## src/design/newr_pkg.sv

```systemverilog
`timescale 1ns / 1ps
// ----------------------------------------------------------------------------
// newr_pkg
// shared types and constants of the nearest entry within radius unit
// ----------------------------------------------------------------------------
package newr_pkg;

	localparam int COORD_W = 16;
	localparam int SLOT_W  = 5;
	localparam int DIST_W  = 16;
	localparam int SQ_W    = 32;
	localparam int SUM_W   = 34;

	localparam logic [DIST_W-1:0] RADIUS_RESET = 16'd2000;

	localparam logic FUNC_WRITE = 1'b0;
	localparam logic FUNC_QUERY = 1'b1;

	typedef struct packed {
		logic                      func;
		logic [SLOT_W-1:0]         slot;
		logic                      present;
		logic signed [COORD_W-1:0] coord_x;
		logic signed [COORD_W-1:0] coord_y;
		logic signed [COORD_W-1:0] coord_z;
	} item_t;

	typedef struct packed {
		logic signed [COORD_W-1:0] x;
		logic signed [COORD_W-1:0] y;
		logic signed [COORD_W-1:0] z;
	} point_t;

	typedef enum logic [3:0] {
		ST_IDLE,
		ST_SQ,
		ST_RD,
		ST_DIF,
		ST_MUL,
		ST_ADD,
		ST_CMP,
		ST_SQRT,
		ST_DONE
	} state_t;

endpackage

```

## src/design/newr_in_if.sv

```systemverilog
`timescale 1ns / 1ps
// ----------------------------------------------------------------------------
// newr_in_if
// input item channel: write or query
// ----------------------------------------------------------------------------
interface newr_in_if;
	logic                               valid;
	logic                               ready;
	logic                               func;
	logic [newr_pkg::SLOT_W-1:0]         slot;
	logic                               present;
	logic signed [newr_pkg::COORD_W-1:0] coord_x;
	logic signed [newr_pkg::COORD_W-1:0] coord_y;
	logic signed [newr_pkg::COORD_W-1:0] coord_z;

	modport source (output valid, func, slot, present, coord_x, coord_y, coord_z,
		input ready);
	modport sink (input valid, func, slot, present, coord_x, coord_y, coord_z,
		output ready);
endinterface

```

## src/design/newr_out_if.sv

```systemverilog
`timescale 1ns / 1ps
// ----------------------------------------------------------------------------
// newr_out_if
// result item channel
// ----------------------------------------------------------------------------
interface newr_out_if;
	logic                        valid;
	logic                        ready;
	logic                        found;
	logic [newr_pkg::SLOT_W-1:0] best_slot;
	logic [newr_pkg::DIST_W-1:0] best_distance;

	modport source (output valid, found, best_slot, best_distance, input ready);
	modport sink (input valid, found, best_slot, best_distance, output ready);
endinterface

```

## src/design/newr_cfg_if.sv

```systemverilog
`timescale 1ns / 1ps
// ----------------------------------------------------------------------------
// newr_cfg_if
// radius register write channel
// ----------------------------------------------------------------------------
interface newr_cfg_if;
	logic                        valid;
	logic                        ready;
	logic [newr_pkg::DIST_W-1:0] data;

	modport source (output valid, data, input ready);
	modport sink (input valid, data, output ready);
endinterface

```

## src/design/newr_front.sv

```systemverilog
`timescale 1ns / 1ps
// ----------------------------------------------------------------------------
// newr_front
// accepts items into a two-entry queue toward the scan engine
// ----------------------------------------------------------------------------
module newr_front (
	input  logic             clk,
	input  logic             arst_n,
	newr_in_if.sink          din,
	output logic             q_valid,
	output newr_pkg::item_t  q_item,
	input  logic             q_pop
);

	newr_pkg::item_t fifo_q [2];
	logic            wr_ptr_q;
	logic            rd_ptr_q;
	logic [1:0]      count_q;
	logic            push;
	logic            pop;

	assign din.ready = (count_q != 2'd2);
	assign push      = din.valid && din.ready;
	assign q_valid   = (count_q != 2'd0);
	assign pop       = q_pop && q_valid;
	assign q_item    = fifo_q[rd_ptr_q];

	always_ff @(posedge clk) begin
		if (push) begin
			fifo_q[wr_ptr_q] <= '{func: din.func, slot: din.slot, present: din.present,
				coord_x: din.coord_x, coord_y: din.coord_y, coord_z: din.coord_z};
		end
	end

	always_ff @(posedge clk or negedge arst_n) begin
		if (!arst_n) begin
			wr_ptr_q <= 1'b0;
			rd_ptr_q <= 1'b0;
			count_q  <= 2'd0;
		end else begin
			if (push) wr_ptr_q <= ~wr_ptr_q;
			if (pop) rd_ptr_q <= ~rd_ptr_q;
			case ({push, pop})
				2'b10:   count_q <= count_q + 2'd1;
				2'b01:   count_q <= count_q - 2'd1;
				default: count_q <= count_q;
			endcase
		end
	end

endmodule

```

## src/design/newr_isqrt.sv

```systemverilog
`timescale 1ns / 1ps
// ----------------------------------------------------------------------------
// newr_isqrt
// floor square root, one result bit per cycle
// ----------------------------------------------------------------------------
module newr_isqrt (
	input  logic                        clk,
	input  logic                        arst_n,
	input  logic                        start,
	input  logic [newr_pkg::SUM_W-1:0]  radicand,
	output logic                        done,
	output logic [newr_pkg::DIST_W-1:0] root
);

	localparam int STEPS = newr_pkg::SUM_W / 2;
	localparam int RW    = STEPS;
	localparam int REM_W = STEPS + 3;

	logic [newr_pkg::SUM_W-1:0] n_q;
	logic [REM_W-1:0]           rem_q;
	logic [RW-1:0]              root_q;
	logic [4:0]                 cnt_q;
	logic                       busy_q;
	logic                       done_q;
	logic [REM_W-1:0]           rem_sh;
	logic [REM_W-1:0]           trial;

	assign rem_sh = {rem_q[REM_W-3:0], n_q[newr_pkg::SUM_W-1 -: 2]};
	assign trial  = {1'b0, root_q, 2'b01};
	assign done   = done_q;
	// radicand is always below a 16-bit square here
	assign root   = root_q[newr_pkg::DIST_W-1:0];

	always_ff @(posedge clk or negedge arst_n) begin
		if (!arst_n) begin
			busy_q <= 1'b0;
			done_q <= 1'b0;
			cnt_q  <= 5'd0;
		end else begin
			done_q <= 1'b0;
			if (start) begin
				busy_q <= 1'b1;
				cnt_q  <= 5'(STEPS - 1);
			end else if (busy_q) begin
				cnt_q <= cnt_q - 5'd1;
				if (cnt_q == 5'd0) begin
					busy_q <= 1'b0;
					done_q <= 1'b1;
				end
			end
		end
	end

	always_ff @(posedge clk) begin
		if (start) begin
			n_q    <= radicand;
			rem_q  <= '0;
			root_q <= '0;
		end else if (busy_q) begin
			n_q <= {n_q[newr_pkg::SUM_W-3:0], 2'b00};
			if (rem_sh >= trial) begin
				rem_q  <= rem_sh - trial;
				root_q <= {root_q[RW-2:0], 1'b1};
			end else begin
				rem_q  <= rem_sh;
				root_q <= {root_q[RW-2:0], 1'b0};
			end
		end
	end

endmodule

```

## src/design/newr_back.sv

```systemverilog
`timescale 1ns / 1ps
// ----------------------------------------------------------------------------
// newr_back
// point store, slot scan with distance test, result register
// ----------------------------------------------------------------------------
module newr_back #(
	parameter int TABLE_SLOTS = 32
) (
	input  logic                        clk,
	input  logic                        arst_n,
	input  logic                        q_valid,
	input  newr_pkg::item_t             q_item,
	output logic                        q_pop,
	input  logic [newr_pkg::DIST_W-1:0] radius,
	newr_out_if.source                  dout
);

	localparam int IW = (TABLE_SLOTS > 1) ? $clog2(TABLE_SLOTS) : 1;
	localparam logic [IW-1:0] LAST = IW'(TABLE_SLOTS - 1);

	newr_pkg::state_t state_q, state_d;

	newr_pkg::point_t store [TABLE_SLOTS];
	logic [TABLE_SLOTS-1:0] present_q;

	newr_pkg::point_t rd_q;
	logic             pres_q;
	newr_pkg::point_t ref_q;
	logic [IW-1:0]    idx_q;
	logic             end_q;
	logic [newr_pkg::DIST_W-1:0] b_q;
	logic [newr_pkg::SQ_W-1:0]   bsq_q;
	logic             hit_q;
	logic [IW-1:0]    bidx_q;
	logic [newr_pkg::DIST_W-1:0] ax_s1, ay_s1, az_s1;
	logic [newr_pkg::SQ_W-1:0]   sx_s2, sy_s2, sz_s2;
	logic [newr_pkg::SUM_W-1:0]  sum_s3;

	logic out_valid_q;
	logic found_q;
	logic [newr_pkg::SLOT_W-1:0] slot_q;
	logic [newr_pkg::DIST_W-1:0] dist_q;

	logic is_write, wr_ok, better, sqrt_start, sqrt_done, out_load;
	logic [newr_pkg::DIST_W-1:0] sqrt_root;
	logic signed [newr_pkg::COORD_W:0] dx, dy, dz;

	assign is_write = (q_item.func == newr_pkg::FUNC_WRITE);
	assign wr_ok    = (32'(q_item.slot) < 32'(TABLE_SLOTS));
	assign better   = pres_q && (sum_s3 < newr_pkg::SUM_W'(bsq_q));
	assign dx = 17'(rd_q.x) - 17'(ref_q.x);
	assign dy = 17'(rd_q.y) - 17'(ref_q.y);
	assign dz = 17'(rd_q.z) - 17'(ref_q.z);

	newr_isqrt u_isqrt (
		.clk      (clk),
		.arst_n   (arst_n),
		.start    (sqrt_start),
		.radicand (sum_s3),
		.done     (sqrt_done),
		.root     (sqrt_root)
	);

	// next state
	always_comb begin
		state_d = state_q;
		unique case (state_q)
			newr_pkg::ST_IDLE: if (q_valid) state_d = is_write ? newr_pkg::ST_DONE : newr_pkg::ST_SQ;
			newr_pkg::ST_SQ:   state_d = end_q ? newr_pkg::ST_DONE : newr_pkg::ST_RD;
			newr_pkg::ST_RD:   state_d = newr_pkg::ST_DIF;
			newr_pkg::ST_DIF:  state_d = newr_pkg::ST_MUL;
			newr_pkg::ST_MUL:  state_d = newr_pkg::ST_ADD;
			newr_pkg::ST_ADD:  state_d = newr_pkg::ST_CMP;
			newr_pkg::ST_CMP: begin
				if (better) state_d = newr_pkg::ST_SQRT;
				else if (idx_q == LAST) state_d = newr_pkg::ST_DONE;
				else state_d = newr_pkg::ST_RD;
			end
			newr_pkg::ST_SQRT: if (sqrt_done) state_d = newr_pkg::ST_SQ;
			newr_pkg::ST_DONE: if (out_load) state_d = newr_pkg::ST_IDLE;
			default:           state_d = newr_pkg::ST_IDLE;
		endcase
	end

	// control outputs
	always_comb begin
		q_pop      = (state_q == newr_pkg::ST_IDLE) && q_valid;
		sqrt_start = (state_q == newr_pkg::ST_CMP) && better;
		out_load   = (state_q == newr_pkg::ST_DONE) && (!out_valid_q || dout.ready);
	end

	always_ff @(posedge clk or negedge arst_n) begin
		if (!arst_n) begin
			state_q     <= newr_pkg::ST_IDLE;
			present_q   <= '0;
			out_valid_q <= 1'b0;
		end else begin
			state_q <= state_d;
			if (q_pop && is_write && wr_ok) present_q[IW'(q_item.slot)] <= q_item.present;
			if (out_load) out_valid_q <= 1'b1;
			else if (dout.ready) out_valid_q <= 1'b0;
		end
	end

	// point memory, registered read
	always_ff @(posedge clk) begin
		if (q_pop && is_write && wr_ok) begin
			store[IW'(q_item.slot)] <= '{x: q_item.coord_x, y: q_item.coord_y,
				z: q_item.coord_z};
		end
		rd_q   <= store[idx_q];
		pres_q <= present_q[idx_q];
	end

	always_ff @(posedge clk) begin
		ax_s1  <= newr_pkg::DIST_W'(dx[newr_pkg::COORD_W] ? -dx : dx);
		ay_s1  <= newr_pkg::DIST_W'(dy[newr_pkg::COORD_W] ? -dy : dy);
		az_s1  <= newr_pkg::DIST_W'(dz[newr_pkg::COORD_W] ? -dz : dz);
		sx_s2  <= ax_s1 * ax_s1;
		sy_s2  <= ay_s1 * ay_s1;
		sz_s2  <= az_s1 * az_s1;
		sum_s3 <= newr_pkg::SUM_W'(sx_s2) + newr_pkg::SUM_W'(sy_s2)
			+ newr_pkg::SUM_W'(sz_s2);

		unique case (state_q)
			newr_pkg::ST_IDLE: begin
				hit_q  <= 1'b0;
				bidx_q <= '0;
				idx_q  <= '0;
				end_q  <= 1'b0;
				b_q    <= radius;
				ref_q  <= '{x: q_item.coord_x, y: q_item.coord_y, z: q_item.coord_z};
			end
			newr_pkg::ST_SQ: bsq_q <= b_q * b_q;
			newr_pkg::ST_CMP: begin
				end_q <= (idx_q == LAST);
				if (!better && idx_q != LAST) idx_q <= idx_q + IW'(1);
			end
			newr_pkg::ST_SQRT: begin
				if (sqrt_done) begin
					b_q    <= sqrt_root;
					bidx_q <= idx_q;
					hit_q  <= 1'b1;
					if (!end_q) idx_q <= idx_q + IW'(1);
				end
			end
			default: ;
		endcase

		if (out_load) begin
			found_q <= hit_q;
			slot_q  <= hit_q ? newr_pkg::SLOT_W'(bidx_q) : '0;
			dist_q  <= hit_q ? b_q : '0;
		end
	end

	assign dout.valid         = out_valid_q;
	assign dout.found         = found_q;
	assign dout.best_slot     = slot_q;
	assign dout.best_distance = dist_q;

endmodule

```

## src/design/nearest_entry_within_radius_unit.sv

```systemverilog
`timescale 1ns / 1ps
// ----------------------------------------------------------------------------
// nearest_entry_within_radius_unit
// nearest stored 3-d point to a query point, within a search radius
// ----------------------------------------------------------------------------
// A write item stores a point and its present flag in one slot; a query item
// scans all slots in index order and returns the last slot whose floor root
// distance is strictly below the best so far, the best starting at the radius
// register (reset 2000), so the nearest slot wins and a tie goes to the lower
// index. Every item yields exactly one result item; writes and misses return
// all zeros. Items enter a two-entry queue, so until it is full the input
// keeps accepting while the scan engine works and while a result waits at
// the output. A query loops over the slots (memory read, difference,
// squares, sum, compare), and each slot that improves the best adds the
// bit-serial square root and the squaring of the new bound. The point
// store has no reset; present flags clear at reset. The radius may be written
// at any cycle the block is idle.
// ----------------------------------------------------------------------------
module nearest_entry_within_radius_unit #(
	parameter int TABLE_SLOTS = 32
) (
	input  logic        clk,
	input  logic        arst_n,
	newr_in_if.sink     din,
	newr_out_if.source  dout,
	newr_cfg_if.sink    cfg
);

	logic                        q_valid;
	newr_pkg::item_t             q_item;
	logic                        q_pop;
	logic [newr_pkg::DIST_W-1:0] radius_q;

	// radius register, always writable
	assign cfg.ready = 1'b1;

	always_ff @(posedge clk or negedge arst_n) begin
		if (!arst_n) begin
			radius_q <= newr_pkg::RADIUS_RESET;
		end else if (cfg.valid) begin
			radius_q <= cfg.data;
		end
	end

	// front: accept and queue items
	newr_front u_front (
		.clk     (clk),
		.arst_n  (arst_n),
		.din     (din),
		.q_valid (q_valid),
		.q_item  (q_item),
		.q_pop   (q_pop)
	);

	// back: store, scan and result register
	newr_back #(
		.TABLE_SLOTS (TABLE_SLOTS)
	) u_back (
		.clk     (clk),
		.arst_n  (arst_n),
		.q_valid (q_valid),
		.q_item  (q_item),
		.q_pop   (q_pop),
		.radius  (radius_q),
		.dout    (dout)
	);

endmodule

```

## src/flat_wrapper.sv

```systemverilog
// flat-port wrapper written by rule: the top's interface ports become plain ports
module nearest_entry_within_radius_unit_flat 
#(
	parameter int TABLE_SLOTS = 32
)
  (clk, arst_n, din_valid, din_func, din_slot, din_present, din_coord_x, din_coord_y, din_coord_z, din_ready, dout_valid, dout_found, dout_best_slot, dout_best_distance, dout_ready, cfg_valid, cfg_data, cfg_ready);
  newr_in_if din_i ();
  newr_out_if dout_i ();
  newr_cfg_if cfg_i ();
  input  logic clk;
  input  logic arst_n;
  input wire logic [$bits(din_i.valid)-1:0] din_valid;
  input wire logic [$bits(din_i.func)-1:0] din_func;
  input wire logic [$bits(din_i.slot)-1:0] din_slot;
  input wire logic [$bits(din_i.present)-1:0] din_present;
  input wire logic [$bits(din_i.coord_x)-1:0] din_coord_x;
  input wire logic [$bits(din_i.coord_y)-1:0] din_coord_y;
  input wire logic [$bits(din_i.coord_z)-1:0] din_coord_z;
  output wire logic [$bits(din_i.ready)-1:0] din_ready;
  output wire logic [$bits(dout_i.valid)-1:0] dout_valid;
  output wire logic [$bits(dout_i.found)-1:0] dout_found;
  output wire logic [$bits(dout_i.best_slot)-1:0] dout_best_slot;
  output wire logic [$bits(dout_i.best_distance)-1:0] dout_best_distance;
  input wire logic [$bits(dout_i.ready)-1:0] dout_ready;
  input wire logic [$bits(cfg_i.valid)-1:0] cfg_valid;
  input wire logic [$bits(cfg_i.data)-1:0] cfg_data;
  output wire logic [$bits(cfg_i.ready)-1:0] cfg_ready;
  assign din_i.valid = din_valid;
  assign din_i.func = din_func;
  assign din_i.slot = din_slot;
  assign din_i.present = din_present;
  assign din_i.coord_x = din_coord_x;
  assign din_i.coord_y = din_coord_y;
  assign din_i.coord_z = din_coord_z;
  assign din_ready = din_i.ready;
  assign dout_valid = dout_i.valid;
  assign dout_found = dout_i.found;
  assign dout_best_slot = dout_i.best_slot;
  assign dout_best_distance = dout_i.best_distance;
  assign dout_i.ready = dout_ready;
  assign cfg_i.valid = cfg_valid;
  assign cfg_i.data = cfg_data;
  assign cfg_ready = cfg_i.ready;
  nearest_entry_within_radius_unit #(.TABLE_SLOTS(TABLE_SLOTS)) u_core (.clk(clk), .arst_n(arst_n), .din(din_i), .dout(dout_i), .cfg(cfg_i));
endmodule
```

## config.mk

```make
export PLATFORM = sky130hd
export DESIGN_NAME = nearest_entry_within_radius_unit_flat
export DESIGN_NICKNAME = d
export VERILOG_FILES = /design/src/design/newr_pkg.sv /design/src/design/newr_in_if.sv /design/src/design/newr_out_if.sv /design/src/design/newr_cfg_if.sv /design/src/design/newr_front.sv /design/src/design/newr_isqrt.sv /design/src/design/newr_back.sv /design/src/design/nearest_entry_within_radius_unit.sv /design/src/flat_wrapper.sv
export SDC_FILE = /design/constraint.sdc
export NUM_CORES = 2
export LEC_CHECK = 0
export ABC_CLOCK_PERIOD_IN_PS = 14550
export BUFFER_PORTS_ARGS = -buffer_cell sky130_fd_sc_hd__clkbuf_2
export CELL_PAD_IN_SITES_DETAIL_PLACEMENT = 0
export CELL_PAD_IN_SITES_GLOBAL_PLACEMENT = 2
export CORE_UTILIZATION = 30
export CTS_CLUSTER_SIZE = 30
export DETAILED_ROUTE_END_ITERATION = 10
export GPL_ROUTABILITY_DRIVEN = 0
export PLACE_DENSITY_LB_ADDON = 0.1
export SLEW_MARGIN = 20
export SYNTH_ARGS = -nofsm -noshare
export SYNTH_HDL_FRONTEND = slang
export SYNTH_HIERARCHICAL = 1
export SYNTH_SLANG_ARGS = --single-unit
```

## constraint.sdc

```tcl
create_clock -name clk -period 14.55 [get_ports clk]
set_input_delay 1.455 -clock clk [delete_from_list [all_inputs] [get_ports clk]]
set_output_delay 1.455 -clock clk [all_outputs]
set_load 0.01 [all_outputs]
```

# [Yosys cells after proc, flatten, opt, wreduce, memory -nomap -nowiden]
# Memories as Yosys holds them, arrays and structs flattened. A register that Yosys moved wholly into a read port is not among the register bits.
# Cells that the tools add are included.
[word_totals] mem_count=2 ramBits=1646 regBits=442 output_inout_bits=25 input_bits=76 word_cells=148
[op_classes] mul=4 order_cmp=5 n_bitwise=3 add_sub_neg=13 eq_ne=18 muxes=46 reduce_logical=24
[mem_list] memory="u_core.u_back.store" words=32 word_bits=48 read_ports=1 rd_ports_with_merged_regs=1 write_ports=1 line="newr_back.sv:23" source="newr_pkg::point_t store [TABLE_SLOTS];"
[mem_list] memory="u_core.u_front.fifo_q" words=2 word_bits=55 read_ports=1 rd_ports_with_merged_regs=0 write_ports=1 line="newr_front.sv:15" source="newr_pkg::item_t fifo_q [2];"
[op_table] operator="multiplier 16 x 16 -> 32 bit" count=4
[op_table] operator="two-way mux 34 bit" count=2
[op_table] operator="two-way mux 16 bit" count=4
[op_table] operator="subtractor 16 x 16 -> 17 bit" count=3
[op_table] operator="negator 16 bit" count=3
[op_table] operator="case mux 4 bit (9 select lines)" count=1
[op_table] operator="adder 33 x 32 -> 34 bit" count=1
[op_table] operator="< comparator 34 x 32 -> 1 bit" count=1
[op_table] operator="adder 32 x 32 -> 33 bit" count=1
[op_table] operator="bitwise mux 32 bit" count=1
[op_table] operator="case mux 16 bit (2 select lines)" count=1
[op_table] operator="two-way mux 5 bit" count=6
[op_table] operator="two-way mux 4 bit" count=7
[op_table] operator="greater-or-equal comparator 20 x 19 -> 1 bit" count=1
[op_table] operator="two-way mux 18 bit" count=1
[op_table] operator="subtractor 18 bit" count=1
[op_table] operator="== test 4 x 3 -> 1 bit (second input constant)" count=4
[op_table] operator="two-way mux 1 bit" count=16
[op_table] operator="case mux 5 bit (3 select lines)" count=1
[op_table] operator="< comparator 5 x 6 -> 1 bit (second input constant)" count=2
[op_table] operator="nonzero test 2 bit" count=6
[op_table] operator="case mux 5 bit (2 select lines)" count=1
[op_table] operator="logical AND 1 bit" count=9
[op_table] operator="== test 4 x 2 -> 1 bit (second input constant)" count=2
[op_table] operator="other kinds (26)" count=34

# [Longest topological paths before layout]
[depth] ltp_word=6 mapped_depth=26

# [Hierarchy]
# The synthesis kept the hierarchy.
[modules_own_cells] mod="newr_back" seq_area_each_um2=55408.1 cells_each=7728 n_inst=1 area_each_um2=104709.2
[modules_own_cells] mod="newr_isqrt" seq_area_each_um2=1896.8 cells_each=450 n_inst=1 area_each_um2=4574.4
[modules_own_cells] mod="newr_front" seq_area_each_um2=3403.3 cells_each=188 n_inst=1 area_each_um2=4329.2
[modules_own_cells] mod="nearest_entry_within_radius_unit" seq_area_each_um2=407.9 cells_each=36 n_inst=1 area_each_um2=668.1

# [Worst setup path after synthesis]
# OpenSTA, ideal clock, no wires.
[synth_path] kind="flip-flop to flip-flop" start="reg u_core/u_back/b_q[2] (netlist name)" end="reg u_core/u_back/bsq_q[27] (netlist name), data pin" n_path_buf=1 period_less_slack_ps=6920 setup_slack_ps=7630 arrival_ps=6659 t_required_ps=14289 path_stages_with_launch=26 path_cell_list="edfxtp_1 -> clkbuf_1 -> nand2_1 -> inv_1 -> fa_1 -> inv_1 -> fa_1 -> inv_1 -> fa_1 -> inv_1 -> fa_1 -> inv_1 -> fa_1 -> inv_1 -> fa_1 -> inv_1 -> ha_1 -> a21o_1 -> a21o_1 -> a31o_2 -> a32o_1 -> or4_1 -> a311o_1 -> a21boi_1 -> nor3_1 -> a311o_1"
[synth_between] elab_chain_cells=1
[synth_lines] element="start: declaration" line="newr_back.sv:31" source="logic [newr_pkg::DIST_W-1:0] b_q;"
[synth_lines] element="start signal: assignment" line="newr_back.sv:131" source="b_q <= radius;"
[synth_lines] element="start signal: assignment" line="newr_back.sv:141" source="b_q <= sqrt_root;"
[synth_lines] element="multiplier 16 x 16 -> 32 bit" line="newr_back.sv:134" source="newr_pkg::ST_SQ: bsq_q <= b_q * b_q;"
[synth_lines] element="end signal: assignment" line="newr_back.sv:134"
[synth_lines] element="end: declaration" line="newr_back.sv:32" source="logic [newr_pkg::SQ_W-1:0] bsq_q;"
# Every way passes these cells.
# A chain may end at the register's enable or synchronous reset.

# [Worst setup path in the final report]
# Ends and elaborated chain as after synthesis.

==> metrics.md <==
| Metric | Value |
|---|---|
| Outcome | `finished, final reports clean` |
| Gr ovfl total | `0` |
| Fraction of layout instances using a drive strength above 1 | `13.50%` |
| Yosys cell types | `about 110` |
| Top FF cell, synth | `edfxtp_1` |
| TNS Setup | `0 ps` |
| First-pass GRT wire length | `491.2 mm` |
| RSZ-0062 raised after global routing | `false` |
| Most common library cells after synthesis | `edfxtp_1 (1809), inv_1 (1158), fa_1 (683)` |
| Rows | `226` |
| Core area | `378900 um^2` |
| Crit Path Max Fanout | `18` |
| Die Ht | `between 600 and 700 um` |
| Synth top area cells | `edfxtp_1 (48%), fa_1 (12%), ha_1 (5.9%)` |
| Initial drt markers | `3923` |
| Vias in the first global route | `70750` |
| Overall Global Routing Usage | `17.49%` |
| Maximum number of pins on one net before global-route repair | `87` |
| Clk sink count | `2132` |
| Post-Route WL | `336.0 mm` |
| Routed length per instance | `roughly 24 um` |
| Synth Warn # | `6` |
| Final Skew | `about 64 ps` |
| Layout area overhead | `13.59%` |
| Max-Cap Viols | `0` |
| Die ar. | `approximately 380000 um^2` |
| Number of fill cells in the layout | `37100` |
| Area occupied by multi-input gates | `47700 um^2` |
| Clock tree buffer depth | `4` |
| CTS buffer count | `265` |
| Period Utilization, post-route | `roughly 52%` |
| HP Class | `reg2reg` |
| Port bufs | `just under 100` |
| Synthesized flop and latch total | `2132` |
| CTS tree | `built` |
| Final #Nets | `9871` |
| Vias | `approximately 66000` |
| Final hold vios | `0` |
| Final setup vio count | `0` |
| Pre-antenna DRT Iters | `5` |
| # DRC | `0` |
| Rel. slew slack | `25.27%` |
| # hold bufs at CTS | `0` |
| Post-detail-place hpwl | `218.5 mm` |
| Synth Cell Area | `114300 um^2` |
| Register area share after synthesis | `a little over half` |
| Post-Synthesis Cells | `around 8400` |
| Die Width | `619.2 um` |
| Worst skew pair latency | `around 890 ps` |
| Ys async rst share | `3.002%` |
| Clock-pin slew of the registers on the worst-case setup and hold paths | `60 ps` |
| Critical path endpoint category | `flip-flop` |
| Initial Utilization | `~30%` |
| Slew Viols, Final | `0` |
| Fmax | `between 100 and 150 MHz` |
| Synth area leader | `edfxtp_1` |
| Worst setup SP type | `flip-flop` |
| Resized Gates After CTS | `0` |
| Worst Setup Path Type | `reg2reg` |
| Worst Path Required | `15180 ps` |
| Htree depth | `5` |
| Top Ports | `101` |
| Share of Yosys cell area claimed by the top area cell type | `47.53%` |
| Slew @ Worst Pin | `1106 ps` |
| Post-CTS Setup Repair Bufs | `0` |
| Post-synth EDFFs | `1809` |
| R2R setup slack | `6970 ps` |
| Total area of sequential cells | `61120 um^2` |
| Post-layout min period | `7582 ps` |
| Initial antenna violation count | `24` |
| Avg Synthesized Cell Area | `13.60 um^2` |
| Crit path DAT | `just over 8000 ps` |
| Syn_nets | `9698` |
| Clk root buf | `clkbuf_16` |
| Final ANT Viol Nets | `0` |
| Via density | `4.782` |
| Most frequent cell after synthesis | `edfxtp_1` |
layer usage:
layer,wire length (um),track usage [%]
met1,152200,23.50
met2,164700,30.08
met3,12800,2.303
met4,6317,3.614
met5,13,0
cell type report:
class	instances	area share, %
clock inverters	128	1.111
diodes	6	0.01157
well taps	5016	4.835
repair buffers	231	1.243
flip-flops and latches	2132	47.08
inverters	1158	3.349
clock buffers	357	5.621
multi-input cells	4787	36.74
path summary, 6_finish.rpt:
| kind | from | endpoint | cells past startpoint |
|---|---|---|---|
| worst min-delay path | u_core/u_front/count_q[1] | u_core/u_front/count_q[1] | 1 |
| worst max register to register | u_core/u_back/b_q[2] | u_core/u_back/bsq_q[27] | 24 |
| worst min register to register | u_core/u_front/count_q[1] | u_core/u_front/count_q[1] | 1 |
| max in group asynchronous | arst_n | u_core/u_back/u_isqrt/busy_q | 2 |
| worst max-delay path | u_core/u_back/b_q[2] | u_core/u_back/bsq_q[27] | 24 |
| min in group asynchronous | arst_n | u_core/u_front/wr_ptr_q | 1 |
through the flow:
stage	util, %	instances	hold slack [ps]	setup WS, ps	cell area (um^2)
finish	34.26	13820	486.4	6968	129800
global route	34.26	13810	521.3	6614	129800
CTS	34.25	13810	494.4	6941	129800
detailed placement	31.94	13320	486.6	6975	121000
global placement	31.94	13320	478.1	6862	121000
floorplan	-	8402	353.5	7630	114300
registers in the layout (all words and copies together), names as in the netlist, 17 cells and up:
name / cells
u_core/u_back/store: 1536
u_core/u_front/fifo_q: 110
u_core/u_back/rd_q: 48
u_core/u_back/ref_q: 48
u_core/u_back/sum_s3: 34
u_core/u_back/u_isqrt/n_q: 34
u_core/u_back/present_q: 32
u_core/u_back/bsq_q: 31
u_core/u_back/sx_s2: 31
u_core/u_back/sy_s2: 31
u_core/u_back/sz_s2: 31
u_core/u_back/u_isqrt/rem_q: 18
u_core/u_back/u_isqrt/root_q: 17
logic make-up after synthesis:
| logic type | share of synthesized area [%] |
|---|---|
| flip-flops | 53.48 |
| buffers and inverters | 5.033 |
| AND/OR/NAND/NOR | 5.809 |
| adder cells (fa/ha/maj) | 17.84 |
| AO/OA/AOI/OAI | 6.637 |
| multiplexers | 9.271 |
| XOR/XNOR | 1.924 |
| other | 0.003281 |
placed cells by master, fill, tap and decap left out, types with 149 or more instances in the layout:
cell type     n
edfxtp_1   1809
inv_1      1157
fa_1        683
nand2_1     598
ha_1        537
mux2i_1     313
a21oi_1     298
clkbuf_16   270
dfxtp_1     258
o21ai_0     251
nor2_1      244
mux2_2      204
and2_1      204
mux4_2      196
xnor2_1     184
o221ai_1    149
worst max-delay path, cell delays in order, from the launching register on:
cell and delay (ps):
edfxtp_1 700, nand2_1 270, inv_1 90, fa_1 550, inv_1 60, fa_1 530
inv_1 60, fa_1 490, inv_1 60, fa_1 520, inv_1 50, fa_1 490
inv_1 50, fa_1 480, inv_1 40, ha_1 340, a21o_1 180, a21o_1 190
a31o_2 270, a32o_1 230, or4_1 500, a311o_1 360, a21boi_1 370, nor3_1 120
a311o_1 320
Power is not shown: default switching activity piles up to over one toggle a cycle in this logic, so the estimate is an artifact.
